## src/design/dtda_pkg.sv

```systemverilog
// Shared types, constants and the month-length function of the date-time duration adder.
// Used by dtda_ctrl, dtda_dpath and the top level; depends on nothing.
package dtda_pkg;

	typedef enum logic [2:0] {
		DIV_MON  = 3'd0,
		DIV_YEAR = 3'd1,
		DIV_S60  = 3'd2,
		DIV_M60  = 3'd3,
		DIV_H24  = 3'd4
	} div_sel_t;

	typedef struct packed {
		logic     load;
		logic     div_start;
		div_sel_t div_sel;
		logic     mon_step;
		logic     nano_step;
		logic     clock_step;
		logic     walk_step;
	} dtda_cmd_t;

	typedef struct packed {
		logic div_run;
		logic div_done;
		logic sat;
		logic walk_ok;
	} dtda_stat_t;

	localparam logic [1:0] RS_NORMAL = 2'd0;
	localparam logic [1:0] RS_FUTURE = 2'd1;
	localparam logic [1:0] RS_PAST   = 2'd2;

	localparam logic signed [32:0] NS_PER_S   = 33'sd1000000000;
	localparam logic signed [32:0] NS_TWO_S   = 33'sd2000000000;
	localparam logic signed [33:0] YEAR_MAX   = 34'sd32767;
	localparam logic signed [33:0] YEAR_MIN   = -34'sd32768;
	localparam logic signed [15:0] YEAR_MAX16 = 16'sh7FFF;
	localparam logic signed [15:0] YEAR_MIN16 = 16'sh8000;

	localparam logic [8:0] DIVISOR_MON  = 9'd12;
	localparam logic [8:0] DIVISOR_YEAR = 9'd400;
	localparam logic [8:0] DIVISOR_60   = 9'd60;
	localparam logic [8:0] DIVISOR_24   = 9'd24;

	// Reciprocals floor(2^32 / d) of the divisors above.
	localparam logic [31:0] RECIP_MON  = 32'd357913941;
	localparam logic [31:0] RECIP_YEAR = 32'd10737418;
	localparam logic [31:0] RECIP_60   = 32'd71582788;
	localparam logic [31:0] RECIP_24   = 32'd178956970;

	localparam logic [3:0] MONTH_JAN = 4'd1;
	localparam logic [3:0] MONTH_FEB = 4'd2;
	localparam logic [3:0] MONTH_DEC = 4'd12;

	function automatic logic [4:0] month_length(input logic [3:0] m, input logic leap);
		logic [4:0] d;
		case (m) inside
			MONTH_FEB: d = leap ? 5'd29 : 5'd28;
			4'd4, 4'd6, 4'd9, 4'd11: d = 5'd30;
			default: d = 5'd31;
		endcase
		return d;
	endfunction

endpackage

```

## src/design/dtda_ctrl.sv

```systemverilog
// Sequencer of the date-time duration adder: one-hot state machine that issues
// commands to dtda_dpath and follows its status. Depends on dtda_pkg.
module dtda_ctrl (
	input  logic                  clk,
	input  logic                  arst_n,
	input  logic                  start,
	input  dtda_pkg::dtda_stat_t  stat,
	output dtda_pkg::dtda_cmd_t   cmd,
	output logic                  busy,
	output logic                  done
);

	typedef enum logic [10:0] {
		S_IDLE  = 11'b000_0000_0001,
		S_DMON  = 11'b000_0000_0010,
		S_MSTEP = 11'b000_0000_0100,
		S_DYEAR = 11'b000_0000_1000,
		S_DS60  = 11'b000_0001_0000,
		S_DM60  = 11'b000_0010_0000,
		S_DH24  = 11'b000_0100_0000,
		S_NSTEP = 11'b000_1000_0000,
		S_CSTEP = 11'b001_0000_0000,
		S_WALK  = 11'b010_0000_0000,
		S_DONE  = 11'b100_0000_0000
	} state_t;

	state_t state_q, state_d;

	always_ff @(posedge clk or negedge arst_n) begin
		if (!arst_n) begin
			state_q <= S_IDLE;
		end else begin
			state_q <= state_d;
		end
	end

	always_comb begin
		state_d        = state_q;
		cmd            = '0;
		cmd.div_sel    = dtda_pkg::DIV_MON;
		case (state_q)
			S_IDLE: begin
				if (start) begin
					cmd.load = 1'b1;
					state_d  = S_DMON;
				end
			end
			S_DMON: begin
				cmd.div_sel   = dtda_pkg::DIV_MON;
				cmd.div_start = !stat.div_run;
				if (stat.div_done) state_d = S_MSTEP;
			end
			S_MSTEP: begin
				cmd.mon_step = 1'b1;
				state_d      = S_DYEAR;
			end
			S_DYEAR: begin
				// A year overflow from the month step ends the transaction here.
				cmd.div_sel   = dtda_pkg::DIV_YEAR;
				cmd.div_start = !stat.div_run && !stat.sat;
				if (stat.sat) state_d = S_DONE;
				else if (stat.div_done) state_d = S_DS60;
			end
			S_DS60: begin
				cmd.div_sel   = dtda_pkg::DIV_S60;
				cmd.div_start = !stat.div_run;
				if (stat.div_done) state_d = S_DM60;
			end
			S_DM60: begin
				cmd.div_sel   = dtda_pkg::DIV_M60;
				cmd.div_start = !stat.div_run;
				if (stat.div_done) state_d = S_DH24;
			end
			S_DH24: begin
				cmd.div_sel   = dtda_pkg::DIV_H24;
				cmd.div_start = !stat.div_run;
				if (stat.div_done) state_d = S_NSTEP;
			end
			S_NSTEP: begin
				cmd.nano_step = 1'b1;
				state_d       = S_CSTEP;
			end
			S_CSTEP: begin
				cmd.clock_step = 1'b1;
				state_d        = S_WALK;
			end
			S_WALK: begin
				if (stat.sat || stat.walk_ok) state_d = S_DONE;
				else cmd.walk_step = 1'b1;
			end
			S_DONE: begin
				state_d = S_IDLE;
			end
			default: begin
				state_d = S_IDLE;
			end
		endcase
	end

	assign busy = (state_q != S_IDLE);
	assign done = (state_q == S_DONE);

endmodule

```

## src/design/dtda_dpath.sv

```systemverilog
// Datapath of the date-time duration adder: operand registers, a shared divider by small
// constants built on reciprocal multiplication, carry steps and the month walk.
// Depends on dtda_pkg.
module dtda_dpath (
	input  logic                 clk,
	input  logic                 arst_n,
	input  dtda_pkg::dtda_cmd_t  cmd,
	output dtda_pkg::dtda_stat_t stat,
	input  logic signed [15:0]   start_year,
	input  logic [3:0]           start_month,
	input  logic [4:0]           start_day,
	input  logic                 start_utc,
	input  logic [4:0]           start_hour,
	input  logic [5:0]           start_minute,
	input  logic [5:0]           start_second,
	input  logic [29:0]          start_nanosecond,
	input  logic signed [31:0]   add_months,
	input  logic signed [31:0]   add_seconds,
	input  logic signed [30:0]   add_nanoseconds,
	output logic signed [15:0]   end_year,
	output logic [7:0]           end_month,
	output logic [7:0]           end_day,
	output logic                 end_utc,
	output logic [7:0]           end_hour,
	output logic [7:0]           end_minute,
	output logic [7:0]           end_second,
	output logic [31:0]          end_nanosecond,
	output logic [1:0]           range_status
);

	logic signed [15:0] year_q;
	logic [3:0]         month_q;
	logic signed [17:0] day_q;
	logic               utc_q;
	logic [4:0]         hour_q;
	logic [5:0]         minute_q;
	logic [5:0]         second_q;
	logic [29:0]        nano_q;
	logic signed [31:0] dmon_q;
	logic signed [31:0] dsec_q;
	logic signed [30:0] dnano_q;
	logic [1:0]         sat_q;

	logic [31:0]        mq_q;
	logic [3:0]         mr_q;
	logic [8:0]         ymod_q;
	logic [5:0]         sr_q;
	logic [5:0]         minr_q;
	logic [4:0]         hr_q;
	logic [14:0]        days_q;
	logic signed [2:0]  nc_q;

	// Divider: the high word of x times floor(2^32 / d) is the quotient or one below it,
	// so one compare and subtract finishes it.
	logic [31:0]          dvd_q;
	logic [8:0]           dvs_q;
	logic [31:0]          recip_q;
	logic [63:0]          prod_q;
	logic [31:0]          quo_q;
	logic [9:0]           rem_q;
	logic [1:0]           cnt_q;
	logic                 div_run_q;
	dtda_pkg::div_sel_t   sel_q;
	logic [31:0]          qd;
	logic [31:0]          rem_wide;
	logic                 fix;
	logic [8:0]           rem_nx;
	logic [31:0]          quo_nx;
	logic [31:0]          op;
	logic [8:0]           dvs;
	logic [31:0]          recip;
	logic [31:0]          dmon_mag;
	logic [31:0]          dsec_mag;
	logic [15:0]          year_mag;
	logic                 div_last;

	assign dmon_mag = dmon_q[31] ? (~dmon_q + 32'd1) : dmon_q;
	assign dsec_mag = dsec_q[31] ? (~dsec_q + 32'd1) : dsec_q;
	assign year_mag = year_q[15] ? (~year_q + 16'd1) : year_q;

	assign qd       = prod_q[63:32] * {23'd0, dvs_q};
	assign rem_wide = dvd_q - qd;
	assign fix      = (rem_q >= {1'b0, dvs_q});
	assign quo_nx   = fix ? (quo_q + 32'd1) : quo_q;
	assign rem_nx   = fix ? 9'(rem_q - {1'b0, dvs_q}) : rem_q[8:0];
	assign div_last = div_run_q && (cnt_q == 2'd2);

	always_comb begin
		case (cmd.div_sel)
			dtda_pkg::DIV_MON: begin
				op    = dmon_mag;
				dvs   = dtda_pkg::DIVISOR_MON;
				recip = dtda_pkg::RECIP_MON;
			end
			dtda_pkg::DIV_YEAR: begin
				op    = {16'd0, year_mag};
				dvs   = dtda_pkg::DIVISOR_YEAR;
				recip = dtda_pkg::RECIP_YEAR;
			end
			dtda_pkg::DIV_S60: begin
				op    = dsec_mag;
				dvs   = dtda_pkg::DIVISOR_60;
				recip = dtda_pkg::RECIP_60;
			end
			dtda_pkg::DIV_M60: begin
				op    = dvd_q;
				dvs   = dtda_pkg::DIVISOR_60;
				recip = dtda_pkg::RECIP_60;
			end
			dtda_pkg::DIV_H24: begin
				op    = dvd_q;
				dvs   = dtda_pkg::DIVISOR_24;
				recip = dtda_pkg::RECIP_24;
			end
			default: begin
				op    = dvd_q;
				dvs   = dtda_pkg::DIVISOR_60;
				recip = dtda_pkg::RECIP_60;
			end
		endcase
	end

	always_ff @(posedge clk or negedge arst_n) begin
		if (!arst_n) begin
			div_run_q <= 1'b0;
			cnt_q     <= '0;
		end else if (cmd.div_start) begin
			div_run_q <= 1'b1;
			cnt_q     <= '0;
		end else if (div_run_q) begin
			cnt_q <= cnt_q + 2'd1;
			if (cnt_q == 2'd2) div_run_q <= 1'b0;
		end
	end

	// Month step: floor carry of the month sum into the year.
	logic signed [5:0]  rm;
	logic signed [5:0]  t_m;
	logic signed [5:0]  mon_nx;
	logic signed [2:0]  c_m;
	logic signed [33:0] ysum;
	logic signed [33:0] yq;

	always_comb begin
		rm  = dmon_q[31] ? -$signed({2'b0, mr_q}) : $signed({2'b0, mr_q});
		t_m = $signed({2'b0, month_q}) + rm - 6'sd1;
		if (t_m < 6'sd0) begin
			c_m = -3'sd1;
			mon_nx = t_m + 6'sd13;
		end else if (t_m >= 6'sd24) begin
			c_m = 3'sd2;
			mon_nx = t_m - 6'sd23;
		end else if (t_m >= 6'sd12) begin
			c_m = 3'sd1;
			mon_nx = t_m - 6'sd11;
		end else begin
			c_m = 3'sd0;
			mon_nx = t_m + 6'sd1;
		end
		yq   = dmon_q[31] ? -$signed({2'b0, mq_q}) : $signed({2'b0, mq_q});
		ysum = 34'(year_q) + yq + 34'(c_m);
	end

	// Nanosecond step.
	logic signed [32:0] t_n;
	logic signed [32:0] n_nx;
	logic signed [2:0]  c_n;

	always_comb begin
		t_n = $signed({3'b0, nano_q}) + 33'(dnano_q);
		if (t_n < -dtda_pkg::NS_PER_S) begin
			c_n  = -3'sd2;
			n_nx = t_n + dtda_pkg::NS_TWO_S;
		end else if (t_n < 33'sd0) begin
			c_n  = -3'sd1;
			n_nx = t_n + dtda_pkg::NS_PER_S;
		end else if (t_n >= dtda_pkg::NS_TWO_S) begin
			c_n  = 3'sd2;
			n_nx = t_n - dtda_pkg::NS_TWO_S;
		end else if (t_n >= dtda_pkg::NS_PER_S) begin
			c_n  = 3'sd1;
			n_nx = t_n - dtda_pkg::NS_PER_S;
		end else begin
			c_n  = 3'sd0;
			n_nx = t_n;
		end
	end

	// Second, minute, hour and day sums, each but the day sum with a floor carry.
	logic signed [7:0]  srs, mrs, hrs;
	logic signed [7:0]  t_s, t_mi, t_h;
	logic signed [7:0]  s_nx, mi_nx, h_nx;
	logic signed [2:0]  c_s, c_mi, c_h;
	logic signed [17:0] dys;
	logic signed [17:0] d_nx;

	always_comb begin
		srs = dsec_q[31] ? -$signed({2'b0, sr_q})   : $signed({2'b0, sr_q});
		mrs = dsec_q[31] ? -$signed({2'b0, minr_q}) : $signed({2'b0, minr_q});
		hrs = dsec_q[31] ? -$signed({3'b0, hr_q})   : $signed({3'b0, hr_q});
		dys = dsec_q[31] ? -$signed({3'b0, days_q}) : $signed({3'b0, days_q});

		t_s = $signed({2'b0, second_q}) + srs + 8'(nc_q);
		if (t_s < -8'sd60) begin
			c_s = -3'sd2; s_nx = t_s + 8'sd120;
		end else if (t_s < 8'sd0) begin
			c_s = -3'sd1; s_nx = t_s + 8'sd60;
		end else if (t_s >= 8'sd120) begin
			c_s = 3'sd2;  s_nx = t_s - 8'sd120;
		end else if (t_s >= 8'sd60) begin
			c_s = 3'sd1;  s_nx = t_s - 8'sd60;
		end else begin
			c_s = 3'sd0;  s_nx = t_s;
		end

		t_mi = $signed({2'b0, minute_q}) + mrs + 8'(c_s);
		if (t_mi < -8'sd60) begin
			c_mi = -3'sd2; mi_nx = t_mi + 8'sd120;
		end else if (t_mi < 8'sd0) begin
			c_mi = -3'sd1; mi_nx = t_mi + 8'sd60;
		end else if (t_mi >= 8'sd120) begin
			c_mi = 3'sd2;  mi_nx = t_mi - 8'sd120;
		end else if (t_mi >= 8'sd60) begin
			c_mi = 3'sd1;  mi_nx = t_mi - 8'sd60;
		end else begin
			c_mi = 3'sd0;  mi_nx = t_mi;
		end

		t_h = $signed({3'b0, hour_q}) + hrs + 8'(c_mi);
		if (t_h < -8'sd24) begin
			c_h = -3'sd2; h_nx = t_h + 8'sd48;
		end else if (t_h < 8'sd0) begin
			c_h = -3'sd1; h_nx = t_h + 8'sd24;
		end else if (t_h >= 8'sd48) begin
			c_h = 3'sd2;  h_nx = t_h - 8'sd48;
		end else if (t_h >= 8'sd24) begin
			c_h = 3'sd1;  h_nx = t_h - 8'sd24;
		end else begin
			c_h = 3'sd0;  h_nx = t_h;
		end

		d_nx = day_q + dys + 18'(c_h);
	end

	// Month walk: one month per cycle. The year mod 400 is tracked alongside the year.
	logic              leap;
	logic [4:0]        md_cur;
	logic [4:0]        md_prev;
	logic              day_low;
	logic              day_high;

	always_comb begin
		leap = (ymod_q[1:0] == 2'b00) && (ymod_q != 9'd100) &&
		       (ymod_q != 9'd200) && (ymod_q != 9'd300);
		md_cur   = dtda_pkg::month_length(month_q, leap);
		md_prev  = (month_q == dtda_pkg::MONTH_JAN) ? 5'd31 :
		           dtda_pkg::month_length(month_q - 4'd1, leap);
		day_low  = (day_q < 18'sd1);
		day_high = (day_q > $signed({13'b0, md_cur}));
	end

	always_ff @(posedge clk or negedge arst_n) begin
		if (!arst_n) begin
			sat_q <= dtda_pkg::RS_NORMAL;
		end else if (cmd.load) begin
			sat_q <= dtda_pkg::RS_NORMAL;
		end else if (cmd.mon_step) begin
			if (ysum > dtda_pkg::YEAR_MAX) sat_q <= dtda_pkg::RS_FUTURE;
			else if (ysum < dtda_pkg::YEAR_MIN) sat_q <= dtda_pkg::RS_PAST;
		end else if (cmd.walk_step) begin
			if (day_low && month_q == dtda_pkg::MONTH_JAN && year_q == dtda_pkg::YEAR_MIN16)
				sat_q <= dtda_pkg::RS_PAST;
			else if (!day_low && day_high && month_q == dtda_pkg::MONTH_DEC &&
			         year_q == dtda_pkg::YEAR_MAX16)
				sat_q <= dtda_pkg::RS_FUTURE;
		end
	end

	always_ff @(posedge clk) begin
		if (cmd.div_start) begin
			dvd_q   <= op;
			dvs_q   <= dvs;
			recip_q <= recip;
			sel_q   <= cmd.div_sel;
		end else if (div_run_q) begin
			if (cnt_q == 2'd0) prod_q <= 64'(dvd_q) * 64'(recip_q);
			if (cnt_q == 2'd1) begin
				quo_q <= prod_q[63:32];
				rem_q <= rem_wide[9:0];
			end
			// The quotient stays in the dividend register for the next division of a chain.
			if (div_last) dvd_q <= quo_nx;
		end
		if (div_last) begin
			case (sel_q)
				dtda_pkg::DIV_MON: begin
					mq_q <= quo_nx;
					mr_q <= rem_nx[3:0];
				end
				dtda_pkg::DIV_YEAR: begin
					ymod_q <= (year_q[15] && rem_nx != 9'd0) ?
					          9'(dtda_pkg::DIVISOR_YEAR - rem_nx) : rem_nx;
				end
				dtda_pkg::DIV_S60: sr_q <= rem_nx[5:0];
				dtda_pkg::DIV_M60: minr_q <= rem_nx[5:0];
				dtda_pkg::DIV_H24: begin
					hr_q   <= rem_nx[4:0];
					days_q <= quo_nx[14:0];
				end
				default: begin
				end
			endcase
		end

		if (cmd.load) begin
			year_q   <= start_year;
			month_q  <= start_month;
			day_q    <= {13'b0, start_day};
			utc_q    <= start_utc;
			hour_q   <= start_hour;
			minute_q <= start_minute;
			second_q <= start_second;
			nano_q   <= start_nanosecond;
			dmon_q   <= add_months;
			dsec_q   <= add_seconds;
			dnano_q  <= add_nanoseconds;
		end else if (cmd.mon_step) begin
			year_q  <= ysum[15:0];
			month_q <= mon_nx[3:0];
		end else if (cmd.nano_step) begin
			nano_q <= n_nx[29:0];
			nc_q   <= c_n;
		end else if (cmd.clock_step) begin
			second_q <= s_nx[5:0];
			minute_q <= mi_nx[5:0];
			hour_q   <= h_nx[4:0];
			day_q    <= d_nx;
		end else if (cmd.walk_step) begin
			if (day_low) begin
				if (month_q == dtda_pkg::MONTH_JAN) begin
					if (year_q != dtda_pkg::YEAR_MIN16) begin
						year_q  <= year_q - 16'sd1;
						ymod_q  <= (ymod_q == 9'd0) ? 9'd399 : ymod_q - 9'd1;
						month_q <= dtda_pkg::MONTH_DEC;
						day_q   <= day_q + 18'sd31;
					end
				end else begin
					month_q <= month_q - 4'd1;
					day_q   <= day_q + $signed({13'b0, md_prev});
				end
			end else if (day_high) begin
				if (month_q == dtda_pkg::MONTH_DEC) begin
					if (year_q != dtda_pkg::YEAR_MAX16) begin
						year_q  <= year_q + 16'sd1;
						ymod_q  <= (ymod_q == 9'd399) ? 9'd0 : ymod_q + 9'd1;
						month_q <= dtda_pkg::MONTH_JAN;
						day_q   <= day_q - $signed({13'b0, md_cur});
					end
				end else begin
					month_q <= month_q + 4'd1;
					day_q   <= day_q - $signed({13'b0, md_cur});
				end
			end
		end
	end

	assign stat.div_run  = div_run_q;
	assign stat.div_done = div_last;
	assign stat.sat      = (sat_q != dtda_pkg::RS_NORMAL);
	assign stat.walk_ok  = !day_low && !day_high;

	always_comb begin
		end_utc      = utc_q;
		range_status = sat_q;
		case (sat_q)
			dtda_pkg::RS_FUTURE: begin
				end_year       = dtda_pkg::YEAR_MAX16;
				end_month      = 8'hFF;
				end_day        = 8'hFF;
				end_hour       = 8'hFF;
				end_minute     = 8'hFF;
				end_second     = 8'hFF;
				end_nanosecond = 32'hFFFF_FFFF;
			end
			dtda_pkg::RS_PAST: begin
				end_year       = dtda_pkg::YEAR_MIN16;
				end_month      = 8'h00;
				end_day        = 8'h00;
				end_hour       = 8'h00;
				end_minute     = 8'h00;
				end_second     = 8'h00;
				end_nanosecond = 32'h0;
			end
			default: begin
				end_year       = year_q;
				end_month      = {4'b0, month_q};
				end_day        = day_q[7:0];
				end_hour       = {3'b0, hour_q};
				end_minute     = {2'b0, minute_q};
				end_second     = {2'b0, second_q};
				end_nanosecond = {2'b0, nano_q};
			end
		endcase
	end

endmodule

```

## src/design/date_time_duration_adder.sv

```systemverilog
// Top level of the date-time duration adder: joins the sequencer and the datapath.
// Depends on dtda_pkg, dtda_ctrl and dtda_dpath.
//
//  channel   | handshake          | payload
//  ----------+--------------------+---------------------------------------------
//  input     | start, busy        | start_* date-time fields, add_* duration
//  result    | done (one cycle)   | end_* date-time fields, range_status
//
// done follows the month division, the month step, the year division, the second, minute and hour
// divisions, the nanosecond and clock steps and the day normalization, one month per cycle.
// All five divisions are passes of the shared divider.
// A year overflow in the month step raises done without the remaining divisions and steps.
// busy rises at the accepting edge and falls at the edge that ends the done cycle.
// Reset clears the sequencer and status; the result ports cannot be stalled.
module date_time_duration_adder (
	input  logic               clk,
	input  logic               arst_n,
	input  logic               start,
	output logic               busy,
	output logic               done,
	input  logic signed [15:0] start_year,
	input  logic [3:0]         start_month,
	input  logic [4:0]         start_day,
	input  logic               start_utc,
	input  logic [4:0]         start_hour,
	input  logic [5:0]         start_minute,
	input  logic [5:0]         start_second,
	input  logic [29:0]        start_nanosecond,
	input  logic signed [31:0] add_months,
	input  logic signed [31:0] add_seconds,
	input  logic signed [30:0] add_nanoseconds,
	output logic signed [15:0] end_year,
	output logic [7:0]         end_month,
	output logic [7:0]         end_day,
	output logic               end_utc,
	output logic [7:0]         end_hour,
	output logic [7:0]         end_minute,
	output logic [7:0]         end_second,
	output logic [31:0]        end_nanosecond,
	output logic [1:0]         range_status
);

	dtda_pkg::dtda_cmd_t  cmd;
	dtda_pkg::dtda_stat_t stat;

	dtda_ctrl u_ctrl (
		.clk    (clk),
		.arst_n (arst_n),
		.start  (start),
		.stat   (stat),
		.cmd    (cmd),
		.busy   (busy),
		.done   (done)
	);

	dtda_dpath u_dpath (
		.clk              (clk),
		.arst_n           (arst_n),
		.cmd              (cmd),
		.stat             (stat),
		.start_year       (start_year),
		.start_month      (start_month),
		.start_day        (start_day),
		.start_utc        (start_utc),
		.start_hour       (start_hour),
		.start_minute     (start_minute),
		.start_second     (start_second),
		.start_nanosecond (start_nanosecond),
		.add_months       (add_months),
		.add_seconds      (add_seconds),
		.add_nanoseconds  (add_nanoseconds),
		.end_year         (end_year),
		.end_month        (end_month),
		.end_day          (end_day),
		.end_utc          (end_utc),
		.end_hour         (end_hour),
		.end_minute       (end_minute),
		.end_second       (end_second),
		.end_nanosecond   (end_nanosecond),
		.range_status     (range_status)
	);

endmodule

```

## config.mk

```make
export PLATFORM = sky130hd
export DESIGN_NAME = date_time_duration_adder
export DESIGN_NICKNAME = d
export VERILOG_FILES = /design/src/design/dtda_pkg.sv /design/src/design/dtda_ctrl.sv /design/src/design/dtda_dpath.sv /design/src/design/date_time_duration_adder.sv
export SDC_FILE = /design/constraint.sdc
export NUM_CORES = 2
export LEC_CHECK = 0
export BUFFER_PORTS_ARGS = -buffer_cell sky130_fd_sc_hd__buf_2
export CAP_MARGIN = 20
export CORE_UTILIZATION = 40
export DETAILED_ROUTE_END_ITERATION = 6
export PLACE_DENSITY = 0.59
export SETUP_SLACK_MARGIN = 0.5
export SLEW_MARGIN = 20
export SYNTH_ARGS = -nofsm -noshare
export SYNTH_HDL_FRONTEND = slang
export SYNTH_HIERARCHICAL = 1
export SYNTH_SLANG_ARGS = --single-unit
```

## constraint.sdc

```tcl
create_clock -name clk -period 14.5 [get_ports clk]
set_clock_uncertainty 0.1 [all_clocks]
set_input_delay 1.45 -clock clk [delete_from_list [all_inputs] [get_ports clk]]
set_output_delay 1.45 -clock clk [all_outputs]
set_load 0.02 [all_outputs]
```

==> Implementation_results.wiki <==
{| class="wikitable"
! Metric !! Value
|-
| Most frequent standard cell in the layout excluding fill and tap cells || inv_1
|-
| Standard-cell rows || 139
|-
| Area growth from synthesis to layout || 8.71%
|-
| Top cell type by total area after synthesis || fa_1
|-
| Sequential share of the synthesized area || 0.200
|-
| Summed instance area of the synthesized netlist || 57900 um^2
|-
| Synthesized instance count || 5991
|-
| I/O pin cnt || 264
|-
| Total of flip-flops plus latches after synthesis || 396
|-
| Number of nets in the final layout || 7727
|-
| Fraction of layout cells with a size suffix above 1 || 0.0784
|-
| Deepest clock path buffer count || 3
|-
| Part of the cycle the worst path needs || 0.903
|-
| Final cell count without fillers || a little over 8000
|-
| Via count of the first global-routing pass || 44245
|-
| Avg Synthesized Cell Area || 9.66 um^2
|-
| Mapped Nets || between 7000 and 8000
|-
| Pin count of the biggest net entering global routing || 81
|-
| Setup fix buffers added after clock tree synthesis || 0
|-
| Iter 0 DRT Violations || roughly 3900
|-
| Worst hold slack || 314 ps
|-
| Placed wire-length estimate || 152000 um
|-
| Final setup vio count || 0
|-
| Top area cells in the synthesized netlist || fa_1 (31%), edfxtp_1 (19%), ha_1 (10%), inv_1 (8.4%), xnor2_1 (3.6%)
|-
| Largest stage delay on the critical path || between 500 and 600 ps
|-
| CTS root buffer || clkbuf_16
|-
| IO Port Bufs || approximately 260
|-
| Wire length of the first global-routing pass || 274000 um
|-
| Worst hold path endpoint || u_dpath/quo_q[22]
|-
| Antenna violations before repair || 9
|-
| H-tree levels || 2
|-
| Routed wire length per instance || 22.1 um
|-
| Worst EP required || 14950 ps
|-
| Number of design rule violations left after detail routing || 128
|-
| Fraction of synthesis flops using an asynchronous set or reset pin || 0.0404
|-
| Highest fanout seen on the critical path || 17
|-
| Slew at the pin with the worst max-slew slack || roughly 1000 ps
|-
| Crit. End Element || flip-flop
|-
| Sum of negative setup slack || 0 ps
|-
| Final weighted congestion in routability-driven placement || 0.953
|-
| Initial core utilization || 0.403
|-
| Post-route antenna net violation count || 0
|-
| Syn. warnings || 6
|-
| Clock latency on the worst-skew pair || 630 ps
|-
| Instance area at placement || 61200 um^2
|-
| Width of the die || 382 um
|-
| Cts-stage hold buffer count || 0
|-
| Violated checks || design-rule violations
|-
| Highest-count cells in the layout ignoring fill and taps || inv_1 (1295), fa_1 (899), ha_1 (484), nand2_1 (462), edfxtp_1 (358)
|-
| Residual overflow from global routing || 0
|-
| Clock transition at the registers of the reported paths || 60 ps
|-
| Unrepaired setup endpoints after global routing || no
|-
| Total iterations of the first detailed-routing run || 7
|-
| Worst Hold Depth || 0
|-
| R2R Setup Slk || 1410 ps
|-
| Fmax achieved || roughly 0.076 GHz
|-
| Gr usage total || 0.247
|-
| Worst path slowest cell || fa_1
|-
| CTS tree || built
|-
| Worst Min Path Start || u_dpath/prod_q[54]
|-
| TritonCTS Sinks || 396
|-
| Total count of hold-check failures in the final report || 0
|-
| Number of max-slew violations in the final report || 0
|-
| Cell count after placement || between 8000 and 9000
|-
| Die Y-Extent || ~380 um
|-
| Length in cells of the worst reg-to-reg path || 63
|-
| Critical R2R Launch || u_dpath/sr_q[0]
|-
| Max-cap violations || 0
|-
| Setup Crit Path Kind || reg -> reg
|-
| Synth unique cells || 113
|-
| Core area || 144000 um^2
|-
| Critical path launch point type || flip-flop
|-
| Fraction of post-synthesis cell area in the top cell type by area || 0.311
|-
| Status || finished with violations
|-
| Total vias in the final route || 43766
|-
| Total wire length || 180000 um
|-
| Final instance area || 62900 um^2
|-
| Critical path arrival || around 14000 ps
|-
| Prevailing post-synth register cell || edfxtp_1
|-
| Cell with the most instances on the worst path || a21oi_1
|-
| Time the final worst path needs with I/O delays and setup || about 13000 ps
|-
| Min-Delay Path Class || reg -> reg
|-
| Headroom to the max-slew limit || 0.297
|-
| Via density || 5.39
|-
| Total die area || around 150000 um^2
|-
| Number of synthesized flops with an enable pin || 358
|-
| Capture point of the worst reg-to-reg path || u_dpath/day_q[15]
|-
| Number of buffers inserted during clock tree synthesis || 48
|}
==> Yosys cell counts (31+ instances only) <==
cell,n
and3_1,34
a21o_1,85
o21ai_0,297
nand3_1,88
ha_1,485
nor3_1,76
fa_1,899
nand2_1,463
a21oi_1,262
nor2_1,271
xnor2_1,241
o31ai_1,54
and2_1,59
a31oi_1,37
xor2_1,109
edfxtp_1,358
or3_1,37
clkbuf_1,134
nand4_1,43
o21a_1,31
inv_1,1295
==> per-layer routing <==
| metal | share of wire | track usage | routed length [um] |
|---|---|---|---|
| met4 | 0.027 | 0.0613 | 4840 |
| met1 | 0.44 | 0.346 | 78800 |
| met3 | 0.070 | 0.0359 | 12600 |
| met2 | 0.47 | 0.400 | 83600 |
| met5 | 0.000045 | 0 | 8 |
==> cell type report <==
type / instances / area (um^2)
multi-input combinational: 4125 / 40800
fill: 13965 / 80800
antenna: 2 / 5.00
sequential: 396 / 11600
clock inverter: 36 / 408
timing repair buffer: 304 / 1670
clock buffer: 53 / 1220
tap: 1903 / 2380
inverter: 1297 / 4870
==> repair_timing <==
action / in CTS / in global routing
setup endpoints to repair: 0 / 6
resized for setup: 0 / 5
endpoints found under the hold margin: 0 / 0
==> cells by family (layout without fill, tap and decap cells) <==
group | count (synthesis) | after routing | share of synthesized area
xor+xnor | 351 | 351 | 0.0533
buf+inv | 1470 | 1690 | 0.0974
other cells | 0 | 2 | 0
flops | 396 | 396 | 0.200
mux | 38 | 38 | 0.00716
compound gates | 1078 | 1078 | 0.120
simple gates | 1274 | 1274 | 0.106
fa+ha+maj | 1384 | 1384 | 0.416
==> how the worst max path moves through the flow <==
stage	cells past startpoint	start	to	slack (ps)
2_1_floorplan	62	u_dpath/dsec_q[31]	u_dpath/day_q[17]	760
3_3_place_gp	63	u_dpath/sr_q[0]	u_dpath/day_q[17]	1450
3_5_place_dp	63	u_dpath/sr_q[0]	u_dpath/day_q[15]	1280
4_1_cts	63	u_dpath/sr_q[0]	u_dpath/day_q[15]	1220
5_1_grt	63	u_dpath/sr_q[0]	u_dpath/day_q[15]	560
6_report	63	u_dpath/sr_q[0]	u_dpath/day_q[15]	1410
==> state kept, by name (all words and copies together), names as in the netlist, 5 cells and up <==
register and flops:
u_dpath/ymod_q 9, u_dpath/dmon_q 32, u_dpath/recip_q 6, u_dpath/days_q 15, u_dpath/dvd_q 32, u_dpath/hr_q 5
u_dpath/prod_q 32, u_dpath/minute_q 6, u_dpath/dnano_q 31, u_dpath/dsec_q 32, u_dpath/minr_q 6, u_dpath/quo_q 32
u_dpath/second_q 6, u_dpath/mq_q 32, u_dpath/nano_q 30, u_dpath/rem_q 10, u_dpath/sr_q 6, u_dpath/day_q 18
u_dpath/year_q 16, u_ctrl/state_q 11, u_dpath/hour_q 5
==> per-stage QoR <==
step	utilization	setup slack, ps
floorplan	-	758
global placement	0.426	1450
detailed placement	0.426	1280
CTS	0.437	1220
global route	0.438	555
finish	0.438	1410
==> worst max-delay path: cells and delay by family, from the launching register on <==
kind	cells	cell delay (ps)
adders and majority gates	15	5010
AOI/OAI and AO/OA	23	4040
and+or+nand+nor	10	1400
buffers and inverters	11	1180
xor gates and xnor gates	4	930
DFF	1	400
Power is not shown: default switching activity piles up to over one toggle a cycle in this logic, so the estimate is an artifact.
